## config.mk

```make
export PLATFORM = sky130hd
export DESIGN_NAME = lhc_store
export DESIGN_NICKNAME = d
export VERILOG_FILES = /design/src/rtl/core/lhc_pkg.sv /design/src/rtl/core/lhc_store.sv
export SDC_FILE = /design/constraint.sdc
export NUM_CORES = 2
export LEC_CHECK = 0
export BUFFER_PORTS_ARGS = -buffer_cell sky130_fd_sc_hd__buf_2
export CAP_MARGIN = 40
export CORE_MARGIN = 1.5
export CORE_UTILIZATION = 25
export DETAILED_ROUTE_END_ITERATION = 10
export SLEW_MARGIN = 20
export SYNTH_ARGS = -nofsm -noshare
export SYNTH_HDL_FRONTEND = slang
export SYNTH_SLANG_ARGS = --single-unit
```

## constraint.sdc

```tcl
create_clock -name i_clk -period 7.46 [get_ports i_clk]
set_input_delay 0.746 -clock i_clk [delete_from_list [all_inputs] [get_ports i_clk]]
set_output_delay 0.746 -clock i_clk [all_outputs]
set_load 0.01 [all_outputs]
```

## src/rtl/core/lhc_pkg.sv

```systemverilog
// ============================================================================
// lhc_pkg: shared types and constants of the handle cache
// Entry layout, request and response payloads, and memory command bundle.
// ============================================================================
package lhc_pkg;

    localparam int ENTRIES    = 32;
    localparam int STAMP_BITS = 32;
    localparam int IDX_W      = (ENTRIES > 2) ? $clog2(ENTRIES) : 1;
    localparam int CNT_W      = $clog2(ENTRIES + 1);
    localparam int OCC_W      = 6;
    localparam int HND_W      = 16;

    localparam logic [1:0] KIND_LOOKUP = 2'd0;
    localparam logic [1:0] KIND_INSERT = 2'd1;
    localparam logic [1:0] KIND_FLUSH  = 2'd2;

    localparam logic [ENTRIES-1:0] BIT0_MASK = ENTRIES'(1);

    typedef struct packed {
        logic [1:0]       kind;
        logic [7:0]       source_id;
        logic [7:0]       face_index;
        logic [31:0]      size_bits;
        logic [31:0]      style_flags;
        logic [HND_W-1:0] new_handle;
    } t_req;

    typedef struct packed {
        logic             hit;
        logic [HND_W-1:0] found_handle;
        logic             released_valid;
        logic [HND_W-1:0] released_handle;
        logic [OCC_W-1:0] occupied;
        logic             last;
    } t_rsp;

    typedef struct packed {
        logic [7:0]            source;
        logic [7:0]            face;
        logic [31:0]           size;
        logic [31:0]           style;
        logic [HND_W-1:0]      handle;
        logic [STAMP_BITS-1:0] stamp;
    } t_entry;

    typedef struct packed {
        logic             rd_en;
        logic [IDX_W-1:0] rd_addr;
        logic             wr_en;
        logic [IDX_W-1:0] wr_addr;
        t_entry           wr_data;
    } t_mem_cmd;

endpackage

```

## src/rtl/core/lhc_store.sv

```systemverilog
// ============================================================================
// lhc_store: entry memory
// One write port and one read port with registered read data.
// ============================================================================
module lhc_store (
    input  logic              i_clk,
    input  lhc_pkg::t_mem_cmd i_cmd,
    output lhc_pkg::t_entry   o_rd_data
);

    lhc_pkg::t_entry r_mem [lhc_pkg::ENTRIES];
    lhc_pkg::t_entry r_rd_data;

    always_ff @(posedge i_clk) begin
        if (i_cmd.wr_en) begin
            r_mem[i_cmd.wr_addr] <= i_cmd.wr_data;
        end
        if (i_cmd.rd_en) begin
            r_rd_data <= r_mem[i_cmd.rd_addr];
        end
    end

    assign o_rd_data = r_rd_data;

endmodule

```

# Yosys cells after proc, flatten, opt, wreduce, memory -nomap -nowiden
# Memories as Yosys holds them, arrays and structs flattened. A register that Yosys moved wholly into a read port is not among the register bits.
# Index checks and enable logic that the tools add are counted.
[totals]
in_bits = 141
ramBits = 4096
mem_count = 1
output_inout_bits = 128
reg_bits = 0
[classes]
mux = 2
[mem_list]
columns = ["name", "words", "word_bits", "read_ports", "rd_clocked_by_memory_dff", "wr", "line_no", "source"]
rows = [
  ["r_mem", 32, 128, 1, 1, 1, "lhc_store.sv:11", "lhc_pkg::t_entry r_mem [lhc_pkg::ENTRIES];"],
]
[op_table]
columns = ["cell", "n"]
rows = [
  ["$mux W1", 2],
]

# Longest topological paths before layout
[depth]
depth_word = 2
depth_mapped = 9
ltp_nobuf = 4

# Least setup slack after synthesis
# OpenSTA, ideal clock, no wires.
[synth_path]
path_type = "input to register"
start = "in i_cmd[129] (netlist name)"
end = "mem r_mem[12][0] (netlist name), enable pin"
required_time_ns = 6.843
cell_stages = 3
t_arrival_ns = 6.727
setup_slack_ns = 0.116
n_path_buf = 1
path_cell_list = "or3b_2 -> clkbuf_1 -> nor2_1"
[synth_lines]
columns = ["item", "line_no", "source"]
rows = [
  ["start: declaration", "lhc_store.sv:7", "input lhc_pkg::t_mem_cmd i_cmd,"],
  ["end: declaration", "lhc_store.sv:11", ""],
]
# Straight into the memory's write port.

==> reports/qor.yml <==
timing:
  rsz0062_at_grt: "no"
  layout_min_cycle_time_ns: 3.14
  tightestPinTransition_ns: 1.33
  timing.slew.headroom: 0.111
  hold_viol: 0
  drv_slew: 0
  period_share: 0.420
  tns_ns: 0
  fin_skew_ns: 0.0605
  fmax_ghz: 0.319
  setup_violations: 0
  whs_ns: 0.252
  layout_setup_ws_ns: 4.32
floorplan:
  initial_core_util: 0.251
  coreArea_um2: 624000
  dieArea_um2: 631000
  die_x_um: 794
  die_h_um: 794
  num_io_pins: 269
  num_rows: 290
critical_path:
  critPathKind: "in2reg"
  critPathCaptureType: "flop"
  crit_path_top_delay_cell: "buf_4"
  path_buf_inv: 4
  crit_path_start_kind: "input pin"
  required_ns: 8.26
  crit_family: "buffers and inverters"
  crit_chain: "buf_2, nand2_1, or2_4, buf_4, buf_4, o22ai_1, nor4_1, clkdlybuf4s15_2"
  cp_common_cell: "buf_4"
  crit_arrival_ns: 3.94
  critPathMaxFanout: 28
  slowest_delay_ns: 0.71
finish:
  finish.instance_area_um2: 183000
  syn2layout_area_growth_pct: 16.6
  fin_cells: 15600
  drive_gt1_frac: 0.278
  fin_nets: 7093
detailed_routing:
  routedWlPerCell_um: 27.8
  viasPerCell: 4.70
  routed_wirelength_um: 435000
  ant_nets: 0
  drtPass1Iterations: 5
  drt_iter0_drc: 8231
  drc: 0
  via_count: 73500
synthesis:
  seq_area_frac_synth: 0.810
  yosysWarnings: 0
  syn_nets: 6581
  synth-seq-cells: 4224
  avgSynthCellArea_um2: 24.3
  synth_top_area_frac: 0.810
  syn_inst: 6440
  synth_cell_types: 27
  syn_area_um2: 157000
  synth.area.top_cells: "edfxtp_1, mux4_2, o22ai_1"
  synth_top_area_cell: "edfxtp_1"
place:
  post-place-ws_ns: 3.38
  postPlaceCellArea_um2: 169000
  place.port_buffers: 268
  hpwl_um: 225000
  dp_cells: 14900
  routabilityCongestion: 0.713
grt:
  grt_max_degree: 141
  grt_pass1_vias: 75100
  grt_util_all_layers: 0.133
  grt_pass1_wl_um: 599000
  antenna_found_initial: 136
  overflow: 0
min_path:
  hold_class: "in2reg"
cts:
  htree_levels: 5
  clk_latency_ns: 0.97
  cts_setup_buffers: 0
  cts.reportedPaths.clkPinSlew_ns: 0.07
  cts_tree: "yes"
  cts_buffer_depth: 4
  cts_root_buf: "clkbuf_16"
  cts_sinks: 4224
  cts_buffers: 405
  cts-resized-gates: 0
  postCtsHoldBufs: 0
power_and_ir_drop:
  power_density_nw_per_um2: 269
  leakage_nw: 55.0
  peakVddDrop_mv: 0.220
run:
  drv_cap: 0
run_status:
  status: "completed"
-- flip-flops by register name, summed over array words and instances, names as in the netlist --
register   flops
r_mem       4096
o_rd_data    128
-- through the flow --
stage	utilization	power [mW]
global placement	0.270	29.2
detailed placement	0.271	29.3
floorplan	-	28.3
finish	0.293	49.1
CTS	0.292	49.6
global route	0.293	50.6
-- logic make-up after synthesis --
logic type,count (synthesis),share of synthesized area
flip-flops,4224,0.810
multiplexers,1092,0.146
AO/OA/AOI/OAI,546,0.0226
buffers and inverters,352,0.0125
AND/OR/NAND/NOR,226,0.00825
-- final timing paths --
check | cells past startpoint | endpoint | startpoint | slack, ns
max | 8 | o_rd_data[76]$_DFFE_PP_ | i_cmd[137] | 4.32
max reg2reg | 3 | o_rd_data[59]$_DFFE_PP_ | r_mem[14][59]$_DFFE_PP_ | 5.65
min | 1 | r_mem[28][60]$_DFFE_PP_ | i_cmd[60] | 0.25
min reg2reg | 3 | o_rd_data[125]$_DFFE_PP_ | r_mem[26][125]$_DFFE_PP_ | 0.82
-- power breakdown --
part | internal (mW) | switching (mW) | leakage [nW]
Sequential | 26.5 | 0.136 | 38.1
Combinational | 0.795 | 1.34 | 10.4
Clock | 11.5 | 8.84 | 6.37
Total | 38.8 | 10.3 | 55.0
-- placed cells by master (no fill, tap or decap), types with 20 or more instances in the layout --
cell,count
edfxtp_1,4224
mux4_2,956
o22ai_1,444
clkbuf_16,406
buf_2,266
mux2i_1,136
nor4_1,108
a22oi_1,102
buf_4,99
clkinv_1,97
clkbuf_1,93
clkinv_2,69
buf_12,66
bufinv_16,43
nand3_1,36
nor2_4,32
diode_2,26
buf_16,20
-- layer usage --
| layer | global-route usage | share of wire | up-vias |
|---|---|---|---|
| met2 | 0.236 | 0.52 | 3115 |
| met4 | 0.0296 | 0.024 | 60 |
| met1 | 0.166 | 0.38 | 40300 |
| met5 | 0 | 0.00085 | - |
| li1 | - | - | 29200 |
| met3 | 0.0257 | 0.076 | 776 |
-- Yosys cell counts, drive strengths merged --
library cell,instances
or3b,4
a22oi,102
o22ai,444
mux4,956
or2,1
nand3,37
mux2i,136
or3,2
clkbuf,117
nand4,17
nand3b,6
nor2,36
and2,1
and3,1
nor4,111
edfxtp,4224
nand2,4
nor2b,3
buf,235
nand2b,1
and3b,1
nor3b,1
-- area by class of cell --
cell class,instances,area (um2)
Sequential cell,4224,127000
Fill cell,59600,441000
Clock inverter,251,2610
Clock buffer,499,10500
Timing Repair Buffer,457,4030
Multi-Input combinational cell,1864,28000
Antenna cell,26,65.1
Tap cell,8322,10400
Power figures use the tool's default switching activity.
