[src/rtl/core/lhc_pkg.sv]
// ============================================================================
// lhc_pkg: shared types and constants of the handle cache
// Entry layout, request and response payloads, and memory command bundle.
// ============================================================================
package lhc_pkg;

    localparam int ENTRIES    = 32;
    localparam int STAMP_BITS = 32;
    localparam int IDX_W      = (ENTRIES > 2) ? $clog2(ENTRIES) : 1;
    localparam int CNT_W      = $clog2(ENTRIES + 1);
    localparam int OCC_W      = 6;
    localparam int HND_W      = 16;

    localparam logic [1:0] KIND_LOOKUP = 2'd0;
    localparam logic [1:0] KIND_INSERT = 2'd1;
    localparam logic [1:0] KIND_FLUSH  = 2'd2;

    localparam logic [ENTRIES-1:0] BIT0_MASK = ENTRIES'(1);

    typedef struct packed {
        logic [1:0]       kind;
        logic [7:0]       source_id;
        logic [7:0]       face_index;
        logic [31:0]      size_bits;
        logic [31:0]      style_flags;
        logic [HND_W-1:0] new_handle;
    } t_req;

    typedef struct packed {
        logic             hit;
        logic [HND_W-1:0] found_handle;
        logic             released_valid;
        logic [HND_W-1:0] released_handle;
        logic [OCC_W-1:0] occupied;
        logic             last;
    } t_rsp;

    typedef struct packed {
        logic [7:0]            source;
        logic [7:0]            face;
        logic [31:0]           size;
        logic [31:0]           style;
        logic [HND_W-1:0]      handle;
        logic [STAMP_BITS-1:0] stamp;
    } t_entry;

    typedef struct packed {
        logic             rd_en;
        logic [IDX_W-1:0] rd_addr;
        logic             wr_en;
        logic [IDX_W-1:0] wr_addr;
        t_entry           wr_data;
    } t_mem_cmd;

endpackage

[src/rtl/core/lhc_ifs.sv]
// ============================================================================
// lhc_ifs: request and response channels
// Valid/ready channels carrying the cache request and response payloads.
// ============================================================================
interface lhc_req_if;
    logic          valid;
    logic          ready;
    lhc_pkg::t_req data;

    modport source (output valid, output data, input ready);
    modport sink   (input valid, input data, output ready);
endinterface

interface lhc_rsp_if;
    logic          valid;
    logic          ready;
    lhc_pkg::t_rsp data;

    modport source (output valid, output data, input ready);
    modport sink   (input valid, input data, output ready);
endinterface

[src/rtl/core/lhc_ctrl.sv]
// ============================================================================
// lhc_ctrl: scan sequencer
// Walks the entry memory one slot per cycle, except while a flush waits on a
// full output register, for lookup, insert and flush, keeps valid bits,
// occupancy and the use clock, and drives the response.
module lhc_ctrl (
    input  logic              i_clk,
    input  logic              i_rst_n,
    lhc_req_if.sink           i_req,
    lhc_rsp_if.source         o_rsp,
    output lhc_pkg::t_mem_cmd o_mem,
    input  lhc_pkg::t_entry   i_rd_data
);

    typedef enum logic [2:0] {
        S_IDLE = 3'b001,
        S_SCAN = 3'b010,
        S_FIN  = 3'b100
    } t_state;

    t_state                             r_state, n_state;
    lhc_pkg::t_req                      r_req, n_req;
    logic [lhc_pkg::IDX_W:0]            r_ra, n_ra;
    logic                               r_dv, n_dv;
    logic [lhc_pkg::IDX_W-1:0]          r_di, n_di;
    logic [lhc_pkg::ENTRIES-1:0]        r_valid, n_valid;
    logic [lhc_pkg::CNT_W-1:0]          r_count, n_count;
    logic [lhc_pkg::STAMP_BITS-1:0]     r_clock, n_clock;
    logic                               r_have_min, n_have_min;
    logic [lhc_pkg::STAMP_BITS-1:0]     r_min, n_min;
    logic [lhc_pkg::IDX_W-1:0]          r_idx, n_idx;
    logic [lhc_pkg::HND_W-1:0]          r_hnd, n_hnd;
    logic                               r_hit, n_hit;
    logic                               r_rel, n_rel;
    logic                               r_empty, n_empty;
    logic                               r_ov, n_ov;
    lhc_pkg::t_rsp                      r_out, n_out;

    logic                               can_emit;
    logic                               d_last;
    logic                               cur_valid;
    logic                               key_eq;
    logic                               take_min;
    logic                               stall;
    logic [lhc_pkg::ENTRIES-1:0]        clr_mask;
    logic [lhc_pkg::CNT_W-1:0]          cnt_next;

    always_comb begin
        can_emit  = !r_ov || o_rsp.ready;
        d_last    = (r_di == lhc_pkg::IDX_W'(lhc_pkg::ENTRIES - 1));
        cur_valid = r_valid[r_di];
        key_eq    = (i_rd_data.source == r_req.source_id)
                 && (i_rd_data.face == r_req.face_index)
                 && (i_rd_data.size == r_req.size_bits)
                 && (i_rd_data.style == r_req.style_flags);
        take_min  = !r_have_min || (i_rd_data.stamp < r_min);
        clr_mask  = r_valid & ~(lhc_pkg::BIT0_MASK << r_di);
        stall     = r_dv && (r_req.kind == lhc_pkg::KIND_FLUSH) && cur_valid && !can_emit;
        cnt_next  = r_count + lhc_pkg::CNT_W'(r_empty);

        n_state    = r_state;
        n_req      = r_req;
        n_ra       = r_ra;
        n_dv       = r_dv;
        n_di       = r_di;
        n_valid    = r_valid;
        n_count    = r_count;
        n_clock    = r_clock;
        n_have_min = r_have_min;
        n_min      = r_min;
        n_idx      = r_idx;
        n_hnd      = r_hnd;
        n_hit      = r_hit;
        n_rel      = r_rel;
        n_empty    = r_empty;
        n_ov       = r_ov && !o_rsp.ready;
        n_out      = r_out;

        o_mem                 = '0;
        o_mem.wr_addr         = r_idx;
        o_mem.wr_data.source  = r_req.source_id;
        o_mem.wr_data.face    = r_req.face_index;
        o_mem.wr_data.size    = r_req.size_bits;
        o_mem.wr_data.style   = r_req.style_flags;
        o_mem.wr_data.handle  = (r_req.kind == lhc_pkg::KIND_INSERT) ? r_req.new_handle : r_hnd;
        o_mem.wr_data.stamp   = r_clock + lhc_pkg::STAMP_BITS'(1);

        unique case (r_state)
            S_IDLE: begin
                if (i_req.valid) begin
                    n_req      = i_req.data;
                    n_ra       = '0;
                    n_dv       = 1'b0;
                    n_have_min = 1'b0;
                    n_hit      = 1'b0;
                    n_rel      = 1'b0;
                    n_empty    = 1'b0;
                    case (i_req.data.kind)
                        lhc_pkg::KIND_LOOKUP, lhc_pkg::KIND_INSERT,
                        lhc_pkg::KIND_FLUSH: n_state = S_SCAN;
                        default:             n_state = S_FIN;
                    endcase
                end
            end
            S_SCAN: begin
                if (!stall) begin
                    n_di = r_ra[lhc_pkg::IDX_W-1:0];
                    if (r_ra < (lhc_pkg::IDX_W + 1)'(lhc_pkg::ENTRIES)) begin
                        o_mem.rd_en   = 1'b1;
                        o_mem.rd_addr = r_ra[lhc_pkg::IDX_W-1:0];
                        n_ra          = r_ra + (lhc_pkg::IDX_W + 1)'(1);
                        n_dv          = 1'b1;
                    end else begin
                        n_dv = 1'b0;
                    end
                end
                if (r_dv) begin
                    case (r_req.kind)
                        lhc_pkg::KIND_LOOKUP: begin
                            if (cur_valid && key_eq) begin
                                n_hit   = 1'b1;
                                n_hnd   = i_rd_data.handle;
                                n_idx   = r_di;
                                n_state = S_FIN;
                            end else if (d_last) begin
                                n_state = S_FIN;
                            end
                        end
                        lhc_pkg::KIND_INSERT: begin
                            if (!cur_valid) begin
                                n_empty = 1'b1;
                                n_idx   = r_di;
                                n_state = S_FIN;
                            end else begin
                                if (take_min) begin
                                    n_have_min = 1'b1;
                                    n_min      = i_rd_data.stamp;
                                    n_idx      = r_di;
                                    n_hnd      = i_rd_data.handle;
                                end
                                if (d_last) begin
                                    n_rel   = 1'b1;
                                    n_state = S_FIN;
                                end
                            end
                        end
                        lhc_pkg::KIND_FLUSH: begin
                            if (cur_valid) begin
                                if (can_emit) begin
                                    n_ov                  = 1'b1;
                                    n_out                 = '0;
                                    n_out.released_valid  = 1'b1;
                                    n_out.released_handle = i_rd_data.handle;
                                    n_out.last            = (clr_mask == '0);
                                    n_valid               = clr_mask;
                                    if (clr_mask == '0) begin
                                        n_count = '0;
                                        n_state = S_IDLE;
                                    end
                                end
                            end else if (d_last) begin
                                n_state = S_FIN;
                            end
                        end
                        default: n_state = S_FIN;
                    endcase
                end
            end
            S_FIN: begin
                if (can_emit) begin
                    if ((r_req.kind == lhc_pkg::KIND_INSERT) || r_hit) begin
                        o_mem.wr_en    = 1'b1;
                        n_clock        = r_clock + lhc_pkg::STAMP_BITS'(1);
                        n_valid[r_idx] = 1'b1;
                    end
                    n_count               = cnt_next;
                    n_ov                  = 1'b1;
                    n_out.hit             = r_hit;
                    n_out.found_handle    = r_hit ? r_hnd : '0;
                    n_out.released_valid  = r_rel;
                    n_out.released_handle = r_rel ? r_hnd : '0;
                    n_out.occupied        = lhc_pkg::OCC_W'(cnt_next);
                    n_out.last            = 1'b1;
                    n_state               = S_IDLE;
                end
            end
            default: n_state = S_IDLE;
        endcase
    end

    always_ff @(posedge i_clk) begin
        if (!i_rst_n) begin
            r_state <= S_IDLE;
            r_valid <= '0;
            r_count <= '0;
            r_clock <= '0;
            r_ov    <= 1'b0;
        end else begin
            r_state <= n_state;
            r_valid <= n_valid;
            r_count <= n_count;
            r_clock <= n_clock;
            r_ov    <= n_ov;
        end
        r_req      <= n_req;
        r_ra       <= n_ra;
        r_dv       <= n_dv;
        r_di       <= n_di;
        r_have_min <= n_have_min;
        r_min      <= n_min;
        r_idx      <= n_idx;
        r_hnd      <= n_hnd;
        r_hit      <= n_hit;
        r_rel      <= n_rel;
        r_empty    <= n_empty;
        r_out      <= n_out;
    end

    assign i_req.ready = (r_state == S_IDLE);
    assign o_rsp.valid = r_ov;
    assign o_rsp.data  = r_out;

`ifndef SYNTH
    a_count_matches_valid: assert property (@(posedge i_clk) disable iff (!i_rst_n)
        (r_state == S_IDLE) |-> (r_count == lhc_pkg::CNT_W'($countones(r_valid))))
        else $error("occupancy count disagrees with valid bits");

    a_last_returns_idle: assert property (@(posedge i_clk) disable iff (!i_rst_n)
        (n_ov && n_out.last && (r_state != S_IDLE) && can_emit) |=> (r_state == S_IDLE))
        else $error("final response did not end the request");

    a_evict_only_when_full: assert property (@(posedge i_clk) disable iff (!i_rst_n)
        ((r_state == S_FIN) && r_rel) |-> (&r_valid))
        else $error("eviction while an empty slot exists");

    a_hit_slot_valid: assert property (@(posedge i_clk) disable iff (!i_rst_n)
        ((r_state == S_FIN) && r_hit) |-> r_valid[r_idx])
        else $error("hit reported on an invalid slot");
`endif

endmodule

[src/flat_wrapper.sv]
// flat-port wrapper written by rule: the top's interface ports become plain ports
module lhc_ctrl_flat 
  (i_clk, i_rst_n, o_mem, i_rd_data, i_req_valid, i_req_data, i_req_ready, o_rsp_valid, o_rsp_data, o_rsp_ready);
  lhc_req_if i_req_i ();
  lhc_rsp_if o_rsp_i ();
  input  logic i_clk;
  input  logic i_rst_n;
  output lhc_pkg::t_mem_cmd o_mem;
  input  lhc_pkg::t_entry i_rd_data;
  input wire logic [$bits(i_req_i.valid)-1:0] i_req_valid;
  input wire logic [$bits(i_req_i.data)-1:0] i_req_data;
  output wire logic [$bits(i_req_i.ready)-1:0] i_req_ready;
  output wire logic [$bits(o_rsp_i.valid)-1:0] o_rsp_valid;
  output wire logic [$bits(o_rsp_i.data)-1:0] o_rsp_data;
  input wire logic [$bits(o_rsp_i.ready)-1:0] o_rsp_ready;
  assign i_req_i.valid = i_req_valid;
  assign i_req_i.data = i_req_data;
  assign i_req_ready = i_req_i.ready;
  assign o_rsp_valid = o_rsp_i.valid;
  assign o_rsp_data = o_rsp_i.data;
  assign o_rsp_i.ready = o_rsp_ready;
  lhc_ctrl u_core (.i_clk(i_clk), .i_rst_n(i_rst_n), .i_req(i_req_i), .o_rsp(o_rsp_i), .o_mem(o_mem), .i_rd_data(i_rd_data));
endmodule
[config.mk]
export PLATFORM = sky130hd
export DESIGN_NAME = lhc_ctrl_flat
export DESIGN_NICKNAME = d
export VERILOG_FILES = /design/src/rtl/core/lhc_pkg.sv /design/src/rtl/core/lhc_ifs.sv /design/src/rtl/core/lhc_ctrl.sv /design/src/flat_wrapper.sv
export SDC_FILE = /design/constraint.sdc
export NUM_CORES = 1
export LEC_CHECK = 0
export CELL_PAD_IN_SITES_DETAIL_PLACEMENT = 0
export CELL_PAD_IN_SITES_GLOBAL_PLACEMENT = 1
export CORE_UTILIZATION = 25
export CTS_BUF_LIST = sky130_fd_sc_hd__clkbuf_4
export DETAILED_ROUTE_END_ITERATION = 10
export DONT_BUFFER_PORTS = 1
export PLACE_DENSITY = 0.58
export SLEW_MARGIN = 25
export SYNTH_ARGS = -nofsm -noshare
export SYNTH_HDL_FRONTEND = slang
export SYNTH_SLANG_ARGS = --single-unit
[constraint.sdc]
create_clock -name i_clk -period 8.56 [get_ports i_clk]
set_input_delay 1.284 -clock i_clk [delete_from_list [all_inputs] [get_ports i_clk]]
set_output_delay 1.284 -clock i_clk [all_outputs]
set_load 0.02 [all_outputs]
### Word-level counts from Yosys, hierarchy flattened

Cells that the tools add are included.

| word-level totals | value |
|---|---|
| bits in writable memories | 0 |
| output and inout port bits | 183 |
| bits in latches | 0 |
| register bits after elaboration | 282 |
| bits in read-only memories | 0 |
| memories kept | 0 |
| logic and storage cells | 197 |
| bits of input ports | 230 |

| cells by class | value |
|---|---|
| bitwise logic cells | 4 |
| add/sub/neg operators | 3 |
| reduce and logical (&&, ||, !) cells | 39 |
| order comparisons | 5 |
| multiplexer cells | 84 |
| equality and inequality tests | 34 |
| div/mod/pow operators | 0 |
| shift operators | 1 |
| multipliers | 0 |

Operators with widths:

| kind | count |
|---|---|
| $mux 41 | 5 |
| $mux 32 | 6 |
| $mux 16 | 6 |
| $pmux 41 s2 | 1 |
| $mux 6 | 12 |
| $eq 32x32->1 | 2 |
| $pmux 32 s2 | 1 |
| $add 32x1->32 const B | 1 |
| $and 32x32->32 | 1 |
| $logic_not 32->1 | 1 |
| $lt 32x32->1 | 1 |
| $not 32->32 | 1 |
| $or 32x32->32 | 1 |
| $pmux 16 s2 | 1 |
| $shl 1x5->32 const A | 1 |
| $mux 3 | 10 |
| $ne 2x1->1 const B | 15 |
| $mux 1 | 26 |
| $reduce_and 5->1 | 5 |
| $pmux 6 s2 | 2 |
| $reduce_and 6->1 | 4 |
| $pmux 3 s3 | 2 |
| $eq 8x8->1 | 2 |
| $mux 5 | 3 |
| other kinds (30) | 60 |

### Logic depth before layout (Yosys ltp)

Gate-level depths: netlist of run 1.

| logic depth | value |
|---|---|
| word-level depth | 10 |
| mapped depth | 10 |
| depth with buffers taken out | 9 |

### Least setup slack after synthesis of run 1

Ideal clock, no wire load.

| timing path | value |
|---|---|
| path kind | in2reg |
| start | input port i_rd_data[17] (netlist name) |
| end | register u_core.r_min[0] (netlist name) (enable) |
| path slack | 4.107 ns |
| data required time | 8.139 ns |
| setup time | 0.421 ns |
| buffers on the path | 0 |
| cell stages on the path | 8 |
| arrival time | 4.032 ns |
| cells stage by stage | ha_1 -> a21o_1 -> a21o_1 -> a21oi_1 -> o21ai_0 -> o311ai_0 -> o211ai_1 -> nor2_1 |

| on the way | value |
|---|---|
| word-level cells in the longest chain between the ends | 3 |

RTL lines:

| element | RTL line | text |
|---|---|---|
| from (decl) | flat_wrapper.sv:9 | `input lhc_pkg::t_entry i_rd_data;` |
| $lt 32x32->1 | lhc_ctrl.sv:56 | `take_min = !r_have_min \|\| (i_rd_data.stamp < r_min);` |
| $logic_or 1x1->1 | lhc_ctrl.sv:56 |  |
| $reduce_and 5->1 (no line) | n/a |  |
| to (signal assigned) | lhc_ctrl.sv:210 | `r_min <= n_min;` |
| to (decl) | lhc_ctrl.sv:30 | `logic [lhc_pkg::STAMP_BITS-1:0] r_min, n_min;` |

No other way between the ends.
A chain may end at the register's enable or synchronous reset.

==> flow_summary_export.csv, run 1 <==
group,metric,value,unit
clock_tree,clk_latency,0.79,ns
global_routing,antenna_found_initial,4,
synth,synth_area_leaders,"edfxtp_1, dfxtp_1, xor2_1",
sta,grt_setup_unrepaired,"no",
placed_design,port_buffers,0,
status,status,"finished, final reports clean",
die,core_region_area,55300,sq um
placed_design,gp_congestion,0.905,
critical_path,slowest_delay,0.48,ns
clock_tree,holdBufCountCts,0,
synth,synth_top_area_share,44.4,%
global_routing,grt_busiest_layer,"met2",
sta,hold_ws,0.501,ns
global_routing,grt_pass1_wl,62000,microns
die,die_h,239,microns
power_and_ir_drop,power_density,230,nW/um^2
die,start_util,25.4,%
synth,ys_seq_elements,282,
critical_path,critPathRequiredTime,7.28,ns
clock_tree,cts_tree,"yes",
clock_tree,max-clock-path-buffers,3,
global_routing,use_met3,4.70,%
placed_design,post-dp-hpwl,31600,microns
synth,ys.flop_type,"edfxtp_1",
global_routing,met1_usage,16.3,%
drt,drcViolationCount,0,
critical_path,path_common_cell,"nand3_1",
drt,detail_route.wl_per_cell,21.1,microns
synth,netlist_area,14100,sq um
global_routing,grtUsageTotal,14.6,%
critical_path,slowest_stage,"nor3_1",
sta,worst_slew_pin_slew,0.892,ns
cells_and_area,final_area,15300,sq um
power_and_ir_drop,leakage,5.31,nW
sta,tns,0,ns
die,die-area,57200,sq um
clock_tree,clk_pin_slew_worst_paths,0.06,ns
critical_path,end_kind,"primary output",
clock_tree,cts_resized,0,
die,rows,86,
drt,drt.antenna.violating_nets,0,
sta,min_period,4.88,ns
clock_tree,cts-htree-levels,3,
sta,setup_viol_count_final,0,
synth,syn-num-nets,1519,
sta,hold_viol,0,
synth,ys_warn_count,0,
clock_tree,root_buffer,"clkbuf_4",
critical_path,start_kind,"flip-flop",
synth,synth_top_cell_by_area,"edfxtp_1",
clock_tree,post_cts_buffers,0,
power_and_ir_drop,ir_drop,0.000147,V
synth,syn-instance-count,1254,
sta,period_share,57.0,%
global_routing,grt_max_degree,71,
hold_path,hold_path.class,"reg -> reg",
synth,synth-edff-count,208,
placed_design,placed_cell_area,14300,sq um
global_routing,met2_usage,24.9,%
synth,avgSynthCellArea,11.2,sq um
clock_tree,cts_sinks,282,
drt,dr.pass1.iters,5,
drt,routed_wl,42800,microns
sta,slew_headroom,40.1,%
cells_and_area,area_delta_synth_final,9.17,%
synth,yosysSeqAreaShare,55.0,%
critical_path,cp_max_fo,6,
sta,skew,0.0525,ns
critical_path,crit_chain,"ha_1 > nand3_1 > nor3_1 > nand4_1 > or2_2 > nor2_1 > nand3_1 > xnor2_1",
critical_path,path_class,"reg -> out",
cells_and_area,layout-drive-gt1-share,14.1,%
die,pin_count,413,
global_routing,grt-ovfl-total,0,
sta,maxSlewViolCount,0,
run,max_cap_viol_count,0,
clock_tree,numCtsBuffers,82,
die,die_w,239,microns
drt,drtIter0Drc,530,
critical_path,worstPathArrival,3.59,ns
global_routing,grt_pass1_vias,9755,
drt,vias,9613,
synth,synthArstFlopShare,0,%
drt,vias_per_cell,4.74,
cells_and_area,nets,1479,
sta,clock.fmax,205,MHz
synth,ys_types,62,
-- through the flow --
step                cells  power, W  setup slack [ns]  util (%)
finish               2029   0.00353              3.68      27.8
floorplan            1254   0.00220              4.11         -
global route         2028   0.00371              3.30      27.7
detailed placement   1878   0.00227              4.25      25.8
global placement     1878   0.00226              4.20      25.8
CTS                  2022   0.00360              3.55      27.7
-- cell usage after synthesis, drive strengths merged, types with 33 or more instances --
| master | instances |
|---|---|
| clkbuf | 44 |
| ha | 35 |
| xor2 | 78 |
| nand2 | 89 |
| inv | 49 |
| dfxtp | 74 |
| nor2 | 73 |
| o21ai | 40 |
| nand3 | 45 |
| nor3 | 33 |
| buf | 92 |
| edfxtp | 208 |
| a21oi | 48 |
| xnor2 | 61 |
-- power by group --
part	switching (W)	leakage, nW	total [W]	internal (W)
logic	0.000249	2.19	0.000366	0.000117
registers	0.000232	2.49	0.00187	0.00163
clock network	0.000615	0.625	0.00130	0.000684
total	0.00110	5.31	0.00353	0.00244
-- placed cells by master (no fill, tap or decap), types with 14 or more instances in the layout --
cell / instances
edfxtp_1: 208
clkbuf_4: 122
nand2_1: 89
xor2_1: 78
dfxtp_1: 74
nor2_1: 72
xnor2_1: 61
inv_1: 47
a21oi_1: 47
nand3_1: 44
o21ai_0: 38
ha_1: 35
nor3_1: 31
nand4_1: 25
and3_1: 22
nor4_1: 19
mux2i_1: 19
o31ai_1: 19
nand2b_1: 17
mux2_2: 17
o311ai_0: 16
clkinv_1: 14
-- cells by family (layout without fill, tap and decap cells) --
family / count (synthesis) / after routing / share of synthesized area, %
fa+ha+maj: 35 / 35 / 3.11
mux: 36 / 36 / 2.71
xor+xnor: 139 / 139 / 8.66
flops: 282 / 282 / 55.0
simple gates: 382 / 382 / 13.9
buf+inv: 185 / 205 / 7.28
other cells: 0 / 7 / 0
compound gates: 195 / 195 / 9.36
-- critical path, delay by kind of cell, from the launching register on --
family / cells / cell delay (ns)
AND/OR/NAND/NOR: 6 / 1.74
XOR/XNOR: 1 / 0.41
adder cells (fa/ha/maj): 1 / 0.24
flip-flops: 1 / 0.42
-- routing by layer --
layer | share of wire, % | vias up
li1 | - | 4476
met1 | 38 | 4576
met2 | 49 | 451
met3 | 8.0 | 110
met4 | 4.3 | 0
met5 | 0 | -
-- cell type report --
| class | count | area (sq um) |
|---|---|---|
| Antenna cell | 7 | 17.5 |
| Clock buffer | 122 | 916 |
| Clock inverter | 22 | 135 |
| Fill cell | 5877 | 40000 |
| Inverter | 49 | 186 |
| Multi-Input combinational cell | 787 | 5340 |
| Sequential cell | 282 | 7730 |
| Tap cell | 748 | 936 |
| Timing Repair Buffer | 12 | 90.1 |
-- state kept, by name (all words and copies together), names as in the netlist, 6 cells and up --
| signal | cells |
|---|---|
| u_core.r_min | 32 |
| u_core.r_count | 6 |
| u_core.r_hnd | 16 |
| u_core.o_mem | 80 |
| u_core.r_req | 18 |
| u_core.r_ra | 6 |
| u_core.r_clock | 32 |
| u_core.r_valid | 32 |
| u_core.o_rsp.data | 41 |
-- path summary, 6_finish.rpt --
| kind | from | to | slack [ns] | cells past startpoint |
|---|---|---|---|---|
| max | u_core.r_clock[0] | o_mem[30] | 3.68 | 8 |
| min | u_core.r_clock[1] | u_core.r_clock[1] | 0.50 | 2 |
| max reg2reg | u_core.r_di[0] | u_core.o_rsp.data[9] | 5.08 | 7 |
| min reg2reg | u_core.r_clock[1] | u_core.r_clock[1] | 0.50 | 2 |
No activity file was read; power rests on OpenSTA's default activity.
==> run 2: changes to the inputs <==
--- a/config.mk
+++ b/config.mk
@@ -11,7 +11,7 @@
 export CTS_BUF_LIST = sky130_fd_sc_hd__clkbuf_4
 export DETAILED_ROUTE_END_ITERATION = 10
 export DONT_BUFFER_PORTS = 1
-export PLACE_DENSITY = 0.58
+export PLACE_DENSITY = 0.6
 export SLEW_MARGIN = 25
 export SYNTH_ARGS = -nofsm -noshare
 export SYNTH_HDL_FRONTEND = slang
==> constraint.sdc (replaced) <==
create_clock -name i_clk -period 4.05 [get_ports i_clk]
set_input_delay 0.6075 -clock i_clk [delete_from_list [all_inputs] [get_ports i_clk]]
set_output_delay 0.6075 -clock i_clk [all_outputs]
set_load 0.02 [all_outputs]
==> run 2 against run 1 <==
Net effect:
- sequential share of layout area down 4.7 points
- clock power up 100%
- critical endpoint is now o_mem[29]
- core utilization rose by 2.9 points
- routed wire length is 5.2% higher
- critical path type unchanged
- clock skew is 0.014 ns lower
- largest power group unchanged
- final cell count up 7.4%
==> flow_summary_export.csv, run 2 (synthesized netlist as in run 1, its figures left out) <==
group,metric,value,unit
status,status,"finished, final reports clean",
die,core_region_area,55300,sq um
sta,worst_slew_pin_slew,0.877,ns
critical_path,timing.rr.start,"u_core.o_mem[70]",
sta,period_share,92.8,%
sta,hold_ws,0.134,ns
critical_path,end_kind,"primary output",
global_routing,grt_pass1_wl,66300,microns
critical_path,start_kind,"flip-flop",
global_routing,antenna_found_initial,2,
die,start_util,25.4,%
clock_tree,root_buffer,"clkbuf_4",
critical_path,cp_max_fo,11,
sta,skew,0.0388,ns
sta,tns,0,ns
clock_tree,max-clock-path-buffers,3,
drt,dr.pass1.iters,4,
placed_design,port_buffers,0,
clock_tree,cts_sinks,282,
hold_path,hold_path.class,"in -> reg",
drt,detail_route.wl_per_cell,20.6,microns
sta,maxSlewViolCount,0,
power_and_ir_drop,ir_drop,0.000269,V
critical_path,r2r_slack,0.74,ns
placed_design,post-dp-hpwl,31700,microns
drt,vias,10400,
hold_path,whs_path_depth,2,
power_and_ir_drop,leakage,5.99,nW
die,die_w,239,microns
critical_path,timing.rr.end,"u_core.r_idx[0]",
cells_and_area,mostFrequentLayoutCells,"edfxtp_1, dlygate4sd3_1, clkbuf_4",
hold_path,min_from,"i_req_valid",
critical_path,critPathRequiredTime,3.44,ns
sta,slew_headroom,41.5,%
hold_path,whs_endpoint,"u_core.r_state[0]",
critical_path,slowest_stage,"or4_1",
die,die-area,57200,sq um
drt,vias_per_cell,4.76,
critical_path,critPathTopFamily,"simple AND/OR/NAND/NOR gates",
critical_path,crit_chain,"nand3_1 > nor3_4 > nand4_1 > buf_4 > or4_1 > nor2_1 > xor2_2",
clock_tree,clk_latency,0.78,ns
sta,setup_viol_count_final,0,
power_and_ir_drop,power_density,444,nW/um^2
clock_tree,cts-htree-levels,3,
run,max_cap_viol_count,0,
clock_tree,numCtsBuffers,83,
global_routing,grt_pass1_vias,10700,
die,pin_count,413,
drt,drcViolationCount,0,
critical_path,slowest_delay,0.58,ns
sta,grt_setup_unrepaired,"no",
cells_and_area,layout-drive-gt1-share,13.5,%
global_routing,grtUsageTotal,15.5,%
clock_tree,cts_tree,"yes",
sta,clock.fmax,266,MHz
cells_and_area,area_delta_synth_final,20.4,%
die,die_h,239,microns
drt,drt.antenna.violating_nets,0,
sta,min_period,3.76,ns
drt,routed_wl,45000,microns
die,rows,86,
sta,hold_viol,0,
critical_path,worstPathArrival,3.15,ns
cells_and_area,final_common_cell,"edfxtp_1",
cells_and_area,nets,1638,
drt,drtIter0Drc,602,
critical_path,r2r_cells,7,
clock_tree,clk_pin_slew_worst_paths,0.06,ns
critical_path,worstPathBufferInverterCount,1,
global_routing,grt-ovfl-total,0,
critical_path,path_class,"reg -> out",
global_routing,grt_max_degree,72,
cells_and_area,largest_register_ffs,80,
placed_design,gp_congestion,0.916,
## run 2: cell types whose count changed in the layout (fill, tap and decap cells not counted), sizes merged
cell	delta
inv	-1
diode	-5
bufinv	-1
buf	+11
clkinv	+1
clkinvlp	+2
clkbuf	-3
dlygate4sd3	+147
## run 2: layout make-up
cell class	count	area, sq um
fillers	5772	38400
diodes	2	5.00
inverters	49	186
clock buffers	119	893
clock inverters	23	105
repair buffers	170	1680
well taps	748	936
flip-flops and latches	282	7730
multi-input cells	787	5390
## run 2: how the worst max path moves through the flow
stage | startpoint | end | slack, ns | depth (start not counted)
after floorplan | i_rd_data[17] | u_core.r_min[0] | 0.27 | 8
after global placement | i_rd_data[120] | u_core.r_idx[1] | 0.65 | 7
after detailed placement | u_core.r_di[1] | o_mem[137] | 0.60 | 7
after CTS | u_core.r_di[0] | o_mem[137] | 0.04 | 7
after global routing | u_core.r_clock[14] | o_mem[29] | 0.008 | 7
final | u_core.r_clock[14] | o_mem[29] | 0.29 | 7
## run 2: per-layer routing
metal  track usage [%]  up-vias  part of all wire, %
li1                  -     4782                    -
met1              17.5     5045                   39
met2              25.7      463                   49
met3              4.49       97                  7.5
met4              9.42        0                  4.9
met5                 0        -                    0
## run 2: worst register-to-register path, cell delays in order (launching register included)
cell	delay [ns]
edfxtp_1	0.53
xor2_1	0.23
nor4_1	0.38
nand4_1	0.35
or4_1	0.71
or2_2	0.37
mux2i_1	0.15
o21a_1	0.28
## run 2: through the flow
step           power (W)  utilization [%]  area [sq um]  setup slack (ns)  cells
2_1_floorplan    0.00464                -         14100             0.274   1254
3_3_place_gp     0.00480             26.0         14400             0.650   1887
3_5_place_dp     0.00480             26.0         14400             0.597   1887
4_1_cts          0.00766             30.5         16900            0.0370   2178
5_1_grt          0.00790             30.6         16900           0.00790   2179
6_report         0.00752             30.6         16900             0.291   2180
## run 2: power breakdown
group / total (W) / switching (W) / leakage, nW / internal, W
registers: 0.00395 / 0.000499 / 2.49 / 0.00345
clock network: 0.00264 / 0.00130 / 0.592 / 0.00135
logic: 0.000924 / 0.000564 / 2.91 / 0.000361
## run 2: what timing repair did
item,4_1_cts,5_1_grt
endpoints found under the hold margin,180,0
setup buffers,2,0
hold buffers,147,0
gates resized for setup,4,6
setup endpoints to repair,10,10
